===== src/hdl/task_queue_fifo_lifo_sorted_macros.svh =====
// Assertion macros for the task queue block.
// Used by the top level only; compiled out when SYNTH is defined.
`ifndef TASK_QUEUE_FIFO_LIFO_SORTED_MACROS_SVH
`define TASK_QUEUE_FIFO_LIFO_SORTED_MACROS_SVH

`ifndef SYNTH
// same-cycle implication
`define TQ_ASSERT_IMPLY(label, clk, rstn, ante, cons) \
    label: assert property (@(posedge clk) disable iff (!(rstn)) (ante) |-> (cons)) \
        else $error("task queue check failed");
// next-cycle implication
`define TQ_ASSERT_NEXT(label, clk, rstn, ante, cons) \
    label: assert property (@(posedge clk) disable iff (!(rstn)) (ante) |=> (cons)) \
        else $error("task queue check failed");
`else
`define TQ_ASSERT_IMPLY(label, clk, rstn, ante, cons)
`define TQ_ASSERT_NEXT(label, clk, rstn, ante, cons)
`endif

`endif


===== src/hdl/tqfls_pkg.sv =====
// Package for the task queue: command and status codes, entry type, sequencer states, priority function.
// No dependencies.
`timescale 1ns / 1ps

package tqfls_pkg;

    localparam int DEPTH_DEF = 16;
    localparam int IN_W      = 40;  // func 3 + tag 16 + duration 16, padded to bytes
    localparam int OUT_W     = 48;

    typedef enum logic [2:0] {
        FN_APPEND   = 3'd0,
        FN_INSERT   = 3'd1,
        FN_CANCEL   = 3'd2,
        FN_POP_HEAD = 3'd3,
        FN_POP_TAIL = 3'd4,
        FN_LOOKUP   = 3'd5,
        FN_CLEAR    = 3'd6,
        FN_NOP      = 3'd7
    } t_func;

    typedef enum logic [2:0] {
        ST_OK       = 3'd0,
        ST_DUP      = 3'd1,
        ST_FULL     = 3'd2,
        ST_EMPTY    = 3'd3,
        ST_NOTFOUND = 3'd4,
        ST_INVALID  = 3'd5
    } t_status;

    typedef enum logic [2:0] {
        S_IDLE,
        S_SCAN,
        S_CMP,
        S_SH_RD,
        S_SH_WR,
        S_UP_RD,
        S_UP_WR,
        S_DONE
    } t_state;

    typedef struct packed {
        logic [2:0]  prio;
        logic [15:0] duration;
        logic [15:0] tag;
    } t_entry;

    // min(d / 10, 5) as a compare ladder
    function automatic logic [2:0] prio_of(input logic [15:0] d);
        logic [2:0] p;
        if (d >= 16'd50)      p = 3'd5;
        else if (d >= 16'd40) p = 3'd4;
        else if (d >= 16'd30) p = 3'd3;
        else if (d >= 16'd20) p = 3'd2;
        else if (d >= 16'd10) p = 3'd1;
        else                  p = 3'd0;
        return p;
    endfunction

endpackage


===== src/hdl/tqfls_mem.sv =====
// Entry store of the task queue: one write port, one registered read port.
// Depends on tqfls_pkg for the entry type.
`timescale 1ns / 1ps

module tqfls_mem
    import tqfls_pkg::*;
#(
    parameter int DEPTH = DEPTH_DEF,
    parameter int AW    = (DEPTH > 1) ? $clog2(DEPTH) : 1
) (
    input  logic          i_clk,
    input  logic          i_we,
    input  logic [AW-1:0] i_waddr,
    input  t_entry        i_wdata,
    input  logic [AW-1:0] i_raddr,
    output t_entry        o_rdata
);

    t_entry r_mem [DEPTH];
    t_entry r_rdata;

    always_ff @(posedge i_clk) begin
        if (i_we) begin
            r_mem[i_waddr] <= i_wdata;
        end
        r_rdata <= r_mem[i_raddr];
    end

    assign o_rdata = r_rdata;

endmodule


===== src/hdl/task_queue_fifo_lifo_sorted.sv =====
// Bounded ordered task queue: sequencer plus an entry store with one write and one read port.
// Depends on tqfls_pkg, tqfls_mem and the assertion macro header.
//
// Usage
//  - Slave channel (i_s_*): one command per transaction. tdata carries func,
//    task_id and task_duration. Commands: append, sorted insert, cancel,
//    pop head, pop tail, lookup, clear, and a no-op code.
//  - Master channel (o_m_*): exactly one result transaction per command:
//    status, entry fields, 1-based position and the entry count afterwards.
//  - Scan: a single tag/duration comparator walks the store one entry at a
//    time (read issue, then compare on registered read data); removal and
//    sorted insert then move entries one at a time through the same store
//    ports.
//  - o_s_tready is high only while the sequencer is idle; one command at a time.
//  - The result sits in an output register, so a new command is taken while a
//    previous result still waits; a stalled receiver only holds the block
//    once a second result is ready to be handed over.
//  - Reset empties the queue (entry count zero); store contents are not cleared.
`timescale 1ns / 1ps
`include "task_queue_fifo_lifo_sorted_macros.svh"

module task_queue_fifo_lifo_sorted
    import tqfls_pkg::*;
#(
    parameter int DEPTH = DEPTH_DEF
) (
    input  logic             i_clk,
    input  logic             i_rst_n,
    input  logic             i_s_tvalid,
    output logic             o_s_tready,
    input  logic [IN_W-1:0]  i_s_tdata,   // func[2:0], task_id[18:3], task_duration[34:19]
    output logic             o_m_tvalid,
    input  logic             i_m_tready,
    output logic [OUT_W-1:0] o_m_tdata    // status[2:0], out_id[18:3], out_duration[34:19],
                                          // out_priority[37:35], position[42:38],
                                          // entry_count[47:43]
);

    localparam int AW = (DEPTH > 1) ? $clog2(DEPTH) : 1;
    localparam int CW = $clog2(DEPTH + 1);

    // control state
    t_state            r_state, n_state;
    logic [CW-1:0]     r_fill,  n_fill;
    logic [CW-1:0]     r_idx,   n_idx;   // scan / removal pointer, insert point
    logic [CW-1:0]     r_j,     n_j;     // upward move pointer for insert
    logic              r_m_valid, n_m_valid;

    // command and result payload
    t_func             r_func,  n_func;
    logic [15:0]       r_tag,   n_tag;
    logic [15:0]       r_dur,   n_dur;
    t_status           r_status, n_status;
    t_entry            r_ent,   n_ent;
    logic [4:0]        r_pos,   n_pos;
    logic [OUT_W-1:0]  r_m_data, n_m_data;

    // store port
    logic              mem_we;
    logic [AW-1:0]     mem_waddr;
    logic [AW-1:0]     mem_raddr;
    t_entry            mem_wdata;
    t_entry            mem_q;

    // decoded input transaction
    t_func             in_func;
    logic [15:0]       in_tag;
    logic [15:0]       in_dur;
    logic              s_acc;

    // helpers
    t_entry            new_ent;
    logic              is_pop;
    logic              hit;
    logic [CW:0]       idx_inc;
    logic [31:0]       pos_wide;
    logic [31:0]       cnt_wide;

    assign in_func = t_func'(i_s_tdata[2:0]);
    assign in_tag  = i_s_tdata[18:3];
    assign in_dur  = i_s_tdata[34:19];

    assign o_s_tready = (r_state == S_IDLE);
    assign s_acc      = i_s_tvalid && o_s_tready;

    assign new_ent  = '{prio: prio_of(r_dur), duration: r_dur, tag: r_tag};
    assign is_pop   = (r_func == FN_POP_HEAD) || (r_func == FN_POP_TAIL);
    // shared comparator: duration order for insert, tag match for append/cancel/lookup; pops always hit
    assign hit      = is_pop ||
                      ((r_func == FN_INSERT) ? (mem_q.duration > r_dur)
                                             : (mem_q.tag == r_tag));
    assign idx_inc  = {1'b0, r_idx} + 1'b1;
    assign pos_wide = 32'(idx_inc);
    assign cnt_wide = 32'(r_fill);

    tqfls_mem #(
        .DEPTH (DEPTH),
        .AW    (AW)
    ) u_mem (
        .i_clk   (i_clk),
        .i_we    (mem_we),
        .i_waddr (mem_waddr),
        .i_wdata (mem_wdata),
        .i_raddr (mem_raddr),
        .o_rdata (mem_q)
    );

    always_ff @(posedge i_clk) begin
        if (!i_rst_n) begin
            r_state   <= S_IDLE;
            r_fill    <= '0;
            r_idx     <= '0;
            r_j       <= '0;
            r_m_valid <= 1'b0;
        end else begin
            r_state   <= n_state;
            r_fill    <= n_fill;
            r_idx     <= n_idx;
            r_j       <= n_j;
            r_m_valid <= n_m_valid;
        end
    end

    always_ff @(posedge i_clk) begin
        r_func   <= n_func;
        r_tag    <= n_tag;
        r_dur    <= n_dur;
        r_status <= n_status;
        r_ent    <= n_ent;
        r_pos    <= n_pos;
        r_m_data <= n_m_data;
    end

    // sequencer
    always_comb begin
        n_state   = r_state;
        n_fill    = r_fill;
        n_idx     = r_idx;
        n_j       = r_j;
        n_func    = r_func;
        n_tag     = r_tag;
        n_dur     = r_dur;
        n_status  = r_status;
        n_ent     = r_ent;
        n_pos     = r_pos;
        n_m_data  = r_m_data;
        n_m_valid = r_m_valid && !i_m_tready;
        mem_we    = 1'b0;
        mem_waddr = r_idx[AW-1:0];
        mem_wdata = mem_q;
        mem_raddr = r_idx[AW-1:0];

        case (r_state)
            S_IDLE: begin
                if (s_acc) begin
                    n_func   = in_func;
                    n_tag    = in_tag;
                    n_dur    = in_dur;
                    n_status = ST_OK;
                    n_ent    = '0;
                    n_pos    = '0;
                    n_idx    = '0;
                    n_state  = S_DONE;
                    case (in_func)
                        FN_APPEND, FN_CANCEL, FN_LOOKUP: begin
                            if (in_tag == 16'd0) n_status = ST_INVALID;
                            else                 n_state  = S_SCAN;
                        end
                        FN_INSERT: begin
                            if (in_tag == 16'd0)                 n_status = ST_INVALID;
                            else if (r_fill >= CW'(DEPTH))       n_status = ST_FULL;
                            else                                 n_state  = S_SCAN;
                        end
                        FN_POP_HEAD: begin
                            if (r_fill == '0) n_status = ST_EMPTY;
                            else              n_state  = S_SCAN;
                        end
                        FN_POP_TAIL: begin
                            if (r_fill == '0) begin
                                n_status = ST_EMPTY;
                            end else begin
                                n_idx   = CW'(r_fill - 1'b1);
                                n_state = S_SCAN;
                            end
                        end
                        FN_CLEAR: begin
                            n_fill = '0;
                        end
                        default: begin
                        end
                    endcase
                end
            end

            S_SCAN: begin
                if (r_idx >= r_fill) begin
                    // end of list reached without a hit
                    case (r_func)
                        FN_APPEND: begin
                            if (r_fill >= CW'(DEPTH)) begin
                                n_status = ST_FULL;
                            end else begin
                                mem_we    = 1'b1;
                                mem_waddr = r_fill[AW-1:0];
                                mem_wdata = new_ent;
                                n_fill    = CW'(r_fill + 1'b1);
                            end
                            n_state = S_DONE;
                        end
                        FN_INSERT: begin
                            n_j     = r_fill;
                            n_state = S_UP_RD;
                        end
                        default: begin
                            n_status = ST_NOTFOUND;
                            n_state  = S_DONE;
                        end
                    endcase
                end else begin
                    n_state = S_CMP;
                end
            end

            S_CMP: begin
                if (hit) begin
                    case (r_func)
                        FN_APPEND: begin
                            n_status = ST_DUP;
                            n_state  = S_DONE;
                        end
                        FN_INSERT: begin
                            n_j     = r_fill;
                            n_state = S_UP_RD;
                        end
                        FN_LOOKUP: begin
                            n_ent   = mem_q;
                            n_pos   = pos_wide[4:0];
                            n_state = S_DONE;
                        end
                        FN_CANCEL: begin
                            n_ent   = mem_q;
                            n_pos   = pos_wide[4:0];
                            n_state = S_SH_RD;
                        end
                        default: begin
                            // pops: same removal as cancel, no position
                            n_ent   = mem_q;
                            n_state = S_SH_RD;
                        end
                    endcase
                end else begin
                    n_idx   = idx_inc[CW-1:0];
                    n_state = S_SCAN;
                end
            end

            // close the gap: entry idx+1 moves down to idx
            S_SH_RD: begin
                if (idx_inc < {1'b0, r_fill}) begin
                    mem_raddr = idx_inc[AW-1:0];
                    n_state   = S_SH_WR;
                end else begin
                    n_fill  = CW'(r_fill - 1'b1);
                    n_state = S_DONE;
                end
            end

            S_SH_WR: begin
                mem_we    = 1'b1;
                mem_waddr = r_idx[AW-1:0];
                mem_wdata = mem_q;
                n_idx     = idx_inc[CW-1:0];
                n_state   = S_SH_RD;
            end

            // open a gap at idx: entries move up one from the tail
            S_UP_RD: begin
                if (r_j == r_idx) begin
                    mem_we    = 1'b1;
                    mem_waddr = r_j[AW-1:0];
                    mem_wdata = new_ent;
                    n_fill    = CW'(r_fill + 1'b1);
                    n_state   = S_DONE;
                end else begin
                    mem_raddr = AW'(r_j - 1'b1);
                    n_state   = S_UP_WR;
                end
            end

            S_UP_WR: begin
                mem_we    = 1'b1;
                mem_waddr = r_j[AW-1:0];
                mem_wdata = mem_q;
                n_j       = CW'(r_j - 1'b1);
                n_state   = S_UP_RD;
            end

            S_DONE: begin
                if (!r_m_valid || i_m_tready) begin
                    n_m_valid = 1'b1;
                    n_m_data  = {cnt_wide[4:0], r_pos, r_ent.prio,
                                 r_ent.duration, r_ent.tag, r_status};
                    n_state   = S_IDLE;
                end
            end

            default: begin
                n_state = S_IDLE;
            end
        endcase
    end

    assign o_m_tvalid = r_m_valid;
    assign o_m_tdata  = r_m_data;

    // checks
    `TQ_ASSERT_IMPLY(a_fill_bound, i_clk, i_rst_n, 1'b1, r_fill <= CW'(DEPTH))
    `TQ_ASSERT_IMPLY(a_insert_room, i_clk, i_rst_n, r_state == S_UP_RD, r_fill < CW'(DEPTH))
    `TQ_ASSERT_IMPLY(a_shift_in_list, i_clk, i_rst_n, r_state == S_SH_WR,
                     (idx_inc < {1'b0, r_fill}))
    `TQ_ASSERT_NEXT(a_clear_empties, i_clk, i_rst_n, s_acc && (in_func == FN_CLEAR),
                    r_fill == '0)

endmodule

===== config.mk =====
export PLATFORM = sky130hd
export DESIGN_NAME = task_queue_fifo_lifo_sorted
export DESIGN_NICKNAME = d
export VERILOG_FILES = /design/src/hdl/tqfls_pkg.sv /design/src/hdl/tqfls_mem.sv /design/src/hdl/task_queue_fifo_lifo_sorted.sv
export VERILOG_INCLUDE_DIRS = /design/src /design/src/hdl
export SDC_FILE = /design/constraint.sdc
export NUM_CORES = 1
export LEC_CHECK = 0
export ABC_AREA = 1
export BUFFER_PORTS_ARGS = -buffer_cell sky130_fd_sc_hd__buf_2
export CORE_MARGIN = 2
export CORE_UTILIZATION = 49
export CTS_BUF_LIST = sky130_fd_sc_hd__clkbuf_4 sky130_fd_sc_hd__clkbuf_8
export DETAILED_ROUTE_END_ITERATION = 16
export GPL_TIMING_DRIVEN = 1
export PLACE_DENSITY = 0.73
export SETUP_SLACK_MARGIN = 0.05
export SYNTH_ARGS = -nofsm -noshare
export SYNTH_HDL_FRONTEND = slang
export SYNTH_SLANG_ARGS = --single-unit

===== constraint.sdc =====
create_clock -name i_clk -period 6.7 [get_ports i_clk]
set_clock_uncertainty 0.2 [all_clocks]
set_input_delay 1.005 -clock i_clk [delete_from_list [all_inputs] [get_ports i_clk]]
set_output_delay 1.005 -clock i_clk [all_outputs]
set_load 0.02 [all_outputs]

Yosys cells after proc, flatten, opt, wreduce, memory -nomap -nowiden. Memories as Yosys holds them, arrays and structs flattened. A register that Yosys moved wholly into a read port is not among the register bits. Cells that the tools add are included.

Logic and storage cells: 174. Bits of input ports: 44. Flip-flop bits (word level): 145. Memories: 1. Output and inout bits: 50. Bits in writable memories: 560.

Reduce and logical (&&, ||, !) cells: 32. Equal/unequal tests: 35. Order comparisons: 9. Add/subtract/negate cells: 4. Mux-type cells: 79.

Memories: u_mem.r_mem (depth 16, bits a word 35, rd ports 1, clocked after memory_dff 1, wr ports 1, RTL line tqfls_mem.sv:19) `t_entry r_mem [DEPTH];`.

Operators by type and width (count): 35-bit 2-to-1 mux (7); 35-bit case mux with 2 select lines (2); 5-bit 2-to-1 mux (17); 3-bit 2-to-1 mux (17); 16-bit by 5-bit >= comparator with 1-bit output (second input constant) (2); 16-bit by 6-bit >= comparator with 1-bit output (second input constant) (2); 5-bit case mux with 3 select lines (2); 3-bit == test (second input constant) (9); 3-bit case mux with 3 select lines (3); 4-bit 2-to-1 mux (6); 3-bit case mux with 8 select lines (1); 2-bit != test (second input constant) (11); 5-bit case mux with 4 select lines (1); 3-bit by 2-bit == test with 1-bit output (second input constant) (6); 16-bit == test (1); 16-bit by 4-bit >= comparator with 1-bit output (second input constant) (1); 16-bit > comparator (1); 16-bit zero test (1); 2-bit 2-to-1 mux (6); 3-bit case mux with 2 select lines (2); 4-bit case mux with 3 select lines (1); 1-bit 2-to-1 mux (11); 5-bit case mux with 2 select lines (1); 2-bit OR reduction (5); 26 further kinds (43).

Depth between registers and ports, before layout.
Depth after elaboration: 10. Gate-level depth with buffers: 21. Depth with buffers taken out: 18.

Hierarchy. A second synthesis with hierarchy kept.

Cells, all modules: 3124. Area, all modules: 32075.8 um^2.

Modules (own cells, without submodules): tqfls_mem (instances 1, cells each 2315, sequential area each 17516.8 um^2, area each 24606.1 um^2); task_queue_fifo_lifo_sorted (instances 1, cells each 809, sequential area each 4164.0 um^2, area each 7469.7 um^2).

Least setup slack after synthesis. OpenSTA, ideal clock, no wires.

Kind: register to register. Start: reg r_fill[4]. End: mem u_mem.r_mem[4][0] (netlist name) (enable). Clock period less this slack: 4.253 ns. Arrival: 3.625 ns. Path slack: 2.447 ns. Stages on the path, launching flop included: 16. Library setup time: 0.427 ns. Path buffers: 1. Required time: 6.073 ns. Cells stage by stage: dfxtp_1 clkbuf_1 inv_1 ha_1 a21oi_1 o21a_1 nand3_1 nand2_1 nand2_1 nand2_1 nand2_1 o211ai_1 o21ai_1 nor2_1 nand2_1 nor2_1.

Longest elaborated chain between the ends: 7. Elaborated cells between the ends (all ways): 12. Those cells by class: order compare (2); mux (10).

RTL lines: start, declared (RTL line task_queue_fifo_lifo_sorted.sv:44) `logic [CW-1:0] r_fill, n_fill;`; start signal, assigned (RTL line task_queue_fifo_lifo_sorted.sv:117) `r_fill <= n_fill;`; 5-bit >= comparator (RTL line task_queue_fifo_lifo_sorted.sv:200) `if (r_fill >= CW'(DEPTH)) begin`; 1-bit 2-to-1 mux (RTL line task_queue_fifo_lifo_sorted.sv:200); 1-bit 2-to-1 mux (RTL line task_queue_fifo_lifo_sorted.sv:198) `case (r_func)`; 1-bit 2-to-1 mux (RTL line task_queue_fifo_lifo_sorted.sv:196) `if (r_idx >= r_fill) begin`; 1-bit case mux with 3 select lines (RTL line task_queue_fifo_lifo_sorted.sv:153) `case (r_state)`; 1-bit 2-to-1 mux (RTL line tqfls_mem.sv:23) `if (i_we) begin`; 1-bit 2-to-1 mux (not written as such) (RTL line tqfls_mem.sv:24) `r_mem[i_waddr] <= i_wdata;`; end, declared (RTL line tqfls_mem.sv:19).

Several ways; a longest one is shown, not always the timed one.

Final worst setup path.
Start: reg r_idx[0]. End: reg u_mem.o_rdata[22] (netlist name).

Longest elaborated chain between the ends: 4. Elaborated cells between the ends (all ways): 6. Those cells by class: add/sub (1); order compare (1); eq/ne (1); mux (3).

RTL lines: start, declared (RTL line task_queue_fifo_lifo_sorted.sv:45) `logic [CW-1:0] r_idx, n_idx;`; start signal, assigned (RTL line task_queue_fifo_lifo_sorted.sv:118) `r_idx <= n_idx;`; 5-bit by 1-bit adder with 6-bit output * (RTL line task_queue_fifo_lifo_sorted.sv:92) `assign idx_inc = {1'b0, r_idx} + 1'b1;`; named net idx_inc[3] (RTL line task_queue_fifo_lifo_sorted.sv:75) `logic [CW:0] idx_inc;`; 6-bit by 5-bit < comparator with 1-bit output (RTL line task_queue_fifo_lifo_sorted.sv:259) `if (idx_inc < {1'b0, r_fill}) begin`; 4-bit 2-to-1 mux * (RTL line task_queue_fifo_lifo_sorted.sv:259); 4-bit case mux with 2 select lines * (RTL line task_queue_fifo_lifo_sorted.sv:153).

The timed path passes the listed nets; every way through them passes the cells marked *. A chain may end at the register's enable or synchronous reset.

==> insert_results.sql <==
INSERT INTO impl_metrics (metric_group, metric, value, unit) VALUES
('routing', 'routed_wirelength', '81700', 'µm'),
('yosys', 'synthFlopType', 'sky130_fd_sc_hd__edfxtp_1', ''),
('grt', 'global_route_wire_length_before_repair', '124000', 'µm'),
('cts', 'cts.htree.levels', '3', ''),
('final_layout', 'n_fill_cell', '5333', ''),
('placement', 'pre_cts_ws', '1650', 'ps'),
('grt', 'remaining_global_route_overflow', '0', ''),
('yosys', 'synth_enable_flop_cells', '686', ''),
('yosys', 'synth_area_leader_cell', 'sky130_fd_sc_hd__edfxtp_1', ''),
('timing', 'worst_hold_slack', '218', 'ps'),
('timing', 'fin_setup_tns', '0', 'ps'),
('status', 'run_status', 'completed', ''),
('placement', 'gp_congestion', '0.934', ''),
('yosys', 'ys_top_cells_by_area', 'sky130_fd_sc_hd__edfxtp_1, sky130_fd_sc_hd__nand3_1, sky130_fd_sc_hd__nand2_1, sky130_fd_sc_hd__inv_1, sky130_fd_sc_hd__dfxtp_1', ''),
('floorplan', 'fp.dieW', '260', 'µm'),
('yosys', 'netlist-cell-type-count', '45', ''),
('timing', 'max_clock_freq', '192', 'MHz'),
('routing', 'detailedRoute.firstIterationViolations', '2890', ''),
('yosys', 'synth-seq-area-share', '0.674', ''),
('yosys', 'netlist.area_leader.share', '0.641', ''),
('timing', 'relSlewSlack', '0.168', ''),
('timing', 'tightest_slew', '1240', 'ps'),
('critical_path', 'crit_path_cell_trace', 'nand3_1, xor2_1, inv_1, ha_1, a21o_1, nand3_1, nand3_2, nand2_2, nand3_4, nand2_8, nand2_8, buf_4, nand2_1, nand2_1, nand2_1, nand3_1, nand3_1, nand2_1', ''),
('timing', 'timing.final.ws_setup', '1490', 'ps'),
('floorplan', 'die_area', '67700', 'µm²'),
('grt', 'grt_antenna_before_repair', '1', ''),
('cts', 'cts-buffers-inserted', '111', ''),
('timing', 'unrepaired_setup_endpoints_after_global_routing', 'false', ''),
('final_layout', 'layout.area.seq', '21700', 'µm²'),
('critical_path', 'critical_setup_path_class', 'register to register', ''),
('worst_hold_path', 'min_path_type', 'register to register', ''),
('floorplan', 'floorplan.initialDensity', '0.497', ''),
('floorplan', 'die_height', '260', 'µm'),
('critical_path', 'critical_path_arrival', '5620', 'ps'),
('critical_path', 'crit_family', 'simple AND/OR/NAND/NOR gates', ''),
('cts', 'clk_buf_depth', '3', ''),
('cts', 'cts_tree', 'yes', ''),
('routing', 'drtAntennaViolNets', '0', ''),
('critical_path', 'rr_startpoint', 'r_idx[0]', ''),
('power_and_ir_drop', 'power_density_normalized_to_cell_area', '455', 'nW/µm²'),
('routing', 'routed_wire_length_per_instance', '19.9', 'µm'),
('job', 'drv_cap', '0', ''),
('final_layout', 'multi_input_comb_area', '8360', 'µm²'),
('grt', 'first_global_vias', '21207', ''),
('cts', 'clk_pin_slew', '60', 'ps'),
('cts', 'clockRootBuffer', 'sky130_fd_sc_hd__clkbuf_8', ''),
('critical_path', 'crit_fanout', '110', ''),
('yosys', 'synthesis.area', '32100', 'µm²'),
('cts', 'clock_insertion_delay_worst_skew', '730', 'ps'),
('critical_path', 'cpPeakStageDelay', '770', 'ps'),
('final_layout', 'post-route-util', '0.556', ''),
('worst_hold_path', 'hold_path.startpoint', 'r_ent[33]', ''),
('timing', 'final.period_utilization', '0.777', ''),
('timing', 'hold_viol', '0', ''),
('power_and_ir_drop', 'fin_total_pwr', '16400', 'µW'),
('routing', 'drt-pass1-iter-count', '6', ''),
('critical_path', 'worstPathRequired', '7110', 'ps'),
('final_layout', 'synthToLayoutAreaGrowth', '11.8', '%'),
('power_and_ir_drop', 'vdd_ir_drop_max', '314', 'µV'),
('cts', 'clk_sinks', '740', ''),
('yosys', 'post_synth_inst_count', '3040', ''),
('power_and_ir_drop', 'netSwitchingFraction', '0.382', ''),
('cts', 'cts_post_setup_buffers_inserted', '0', ''),
('final_layout', 'finish.net_count', '3221', ''),
('floorplan', 'std_cell_rows', '93', ''),
('power_and_ir_drop', 'power.leakage', '0.0148', 'µW'),
('critical_path', 'timing.critical_path.from', 'r_idx[0]', ''),
('timing', 'number_of_pins_with_negative_max_slew_slack_in_the_final_report', '0', ''),
('grt', 'grt_max_degree', '187', ''),
('routing', 'route.vias.total', '22704', ''),
('power_and_ir_drop', 'power_frac_seq', '0.415', '');
## through the flow
stage | cell area (µm²) | cells
after CTS | 36000 | 4096
final | 36000 | 4097
after global placement | 33600 | 3888
after detailed placement | 33600 | 3888
after global routing | 36000 | 4097
after floorplan | 32100 | 3040
## layout by cell type (no fill, tap or decap), types with 19 or more instances in the layout
cell type,netlist,final
sky130_fd_sc_hd__a21oi_1,34,33
sky130_fd_sc_hd__buf_2,87,88
sky130_fd_sc_hd__buf_4,14,58
sky130_fd_sc_hd__clkbuf_4,0,49
sky130_fd_sc_hd__clkbuf_8,0,122
sky130_fd_sc_hd__dfxtp_1,54,54
sky130_fd_sc_hd__edfxtp_1,686,686
sky130_fd_sc_hd__ha_1,31,31
sky130_fd_sc_hd__inv_1,396,395
sky130_fd_sc_hd__nand2_1,732,731
sky130_fd_sc_hd__nand3_1,659,659
sky130_fd_sc_hd__nor2_1,110,92
sky130_fd_sc_hd__nor2_4,1,19
sky130_fd_sc_hd__o21ai_0,62,54
## cells in the mapped netlist (2+ instances only)
cell / count
sky130_fd_sc_hd__a21oi_1: 34
sky130_fd_sc_hd__a21oi_2: 3
sky130_fd_sc_hd__a31oi_1: 8
sky130_fd_sc_hd__buf_1: 10
sky130_fd_sc_hd__buf_2: 87
sky130_fd_sc_hd__buf_4: 14
sky130_fd_sc_hd__buf_6: 4
sky130_fd_sc_hd__clkbuf_1: 44
sky130_fd_sc_hd__dfxtp_1: 54
sky130_fd_sc_hd__edfxtp_1: 686
sky130_fd_sc_hd__ha_1: 31
sky130_fd_sc_hd__inv_1: 396
sky130_fd_sc_hd__inv_2: 10
sky130_fd_sc_hd__nand2_1: 732
sky130_fd_sc_hd__nand2_2: 3
sky130_fd_sc_hd__nand3_1: 659
sky130_fd_sc_hd__nand3_2: 3
sky130_fd_sc_hd__nand3b_1: 2
sky130_fd_sc_hd__nand4_1: 13
sky130_fd_sc_hd__nor2_1: 110
sky130_fd_sc_hd__nor2_2: 3
sky130_fd_sc_hd__nor3_1: 5
sky130_fd_sc_hd__o2111ai_1: 5
sky130_fd_sc_hd__o211ai_1: 4
sky130_fd_sc_hd__o21ai_0: 62
sky130_fd_sc_hd__o21ai_1: 4
sky130_fd_sc_hd__o22ai_1: 9
sky130_fd_sc_hd__or2_2: 5
sky130_fd_sc_hd__xnor2_1: 11
sky130_fd_sc_hd__xor2_1: 14
## registers in the layout, indices dropped and copies added (netlist names)
| name | cells |
|---|---|
| r_state | 3 |
| r_idx | 5 |
| r_pos | 5 |
| r_dur | 16 |
| u_mem.r_mem | 560 |
| r_tag | 16 |
| r_status | 3 |
| o_m_tdata | 48 |
| o_m_tvalid | 1 |
| u_mem.o_rdata | 35 |
| r_ent | 35 |
| r_func | 3 |
| r_fill | 5 |
| r_j | 5 |
## power by group through the flow
stage	Sequential (µW)	Combinational, µW	Clock (µW)
after detailed placement	6880	5680	0
after global routing	6840	6390	4030
after global placement	6850	5570	0
final	6800	5790	3780
after CTS	6790	5710	3830
after floorplan	6770	3900	0
## cell type report
type                    instances  share of cell area
multi-input cells            1735               0.233
diodes                          1           0.0000696
repair buffers                152              0.0277
flip-flops and latches        740               0.603
clock buffers                 171              0.0569
well taps                     855              0.0298
clock inverters                37             0.00731
inverters                     406              0.0426
## per-layer routing
metal / share of wire / track usage / vias up
met2: 0.47 / 0.383 / 1217
li1: - / - / 10502
met3: 0.10 / 0.0396 / 161
met1: 0.40 / 0.333 / 10824
met4: 0.028 / 0.0892 / 0
met5: 0 / 0 / -
## cell families after synthesis
| kind of cell | Yosys count | synth area share |
|---|---|---|
| AOI/OAI and AO/OA | 138 | 0.0242 |
| xor gates and xnor gates | 25 | 0.00681 |
| adders and majority gates | 31 | 0.0121 |
| buffers and inverters | 565 | 0.0719 |
| DFF | 740 | 0.674 |
| and+or+nand+nor | 1541 | 0.211 |
## path summary, 6_finish.rpt
check | end | slack (ps) | depth (start not counted)
worst max register to register | u_mem.o_rdata[22] | 1490 | 18
worst max-delay path | u_mem.o_rdata[22] | 1490 | 18
worst min register to register | o_m_tdata[36] | 220 | 0
worst min-delay path | o_m_tdata[36] | 220 | 0
Power figures use the tool's default switching activity.
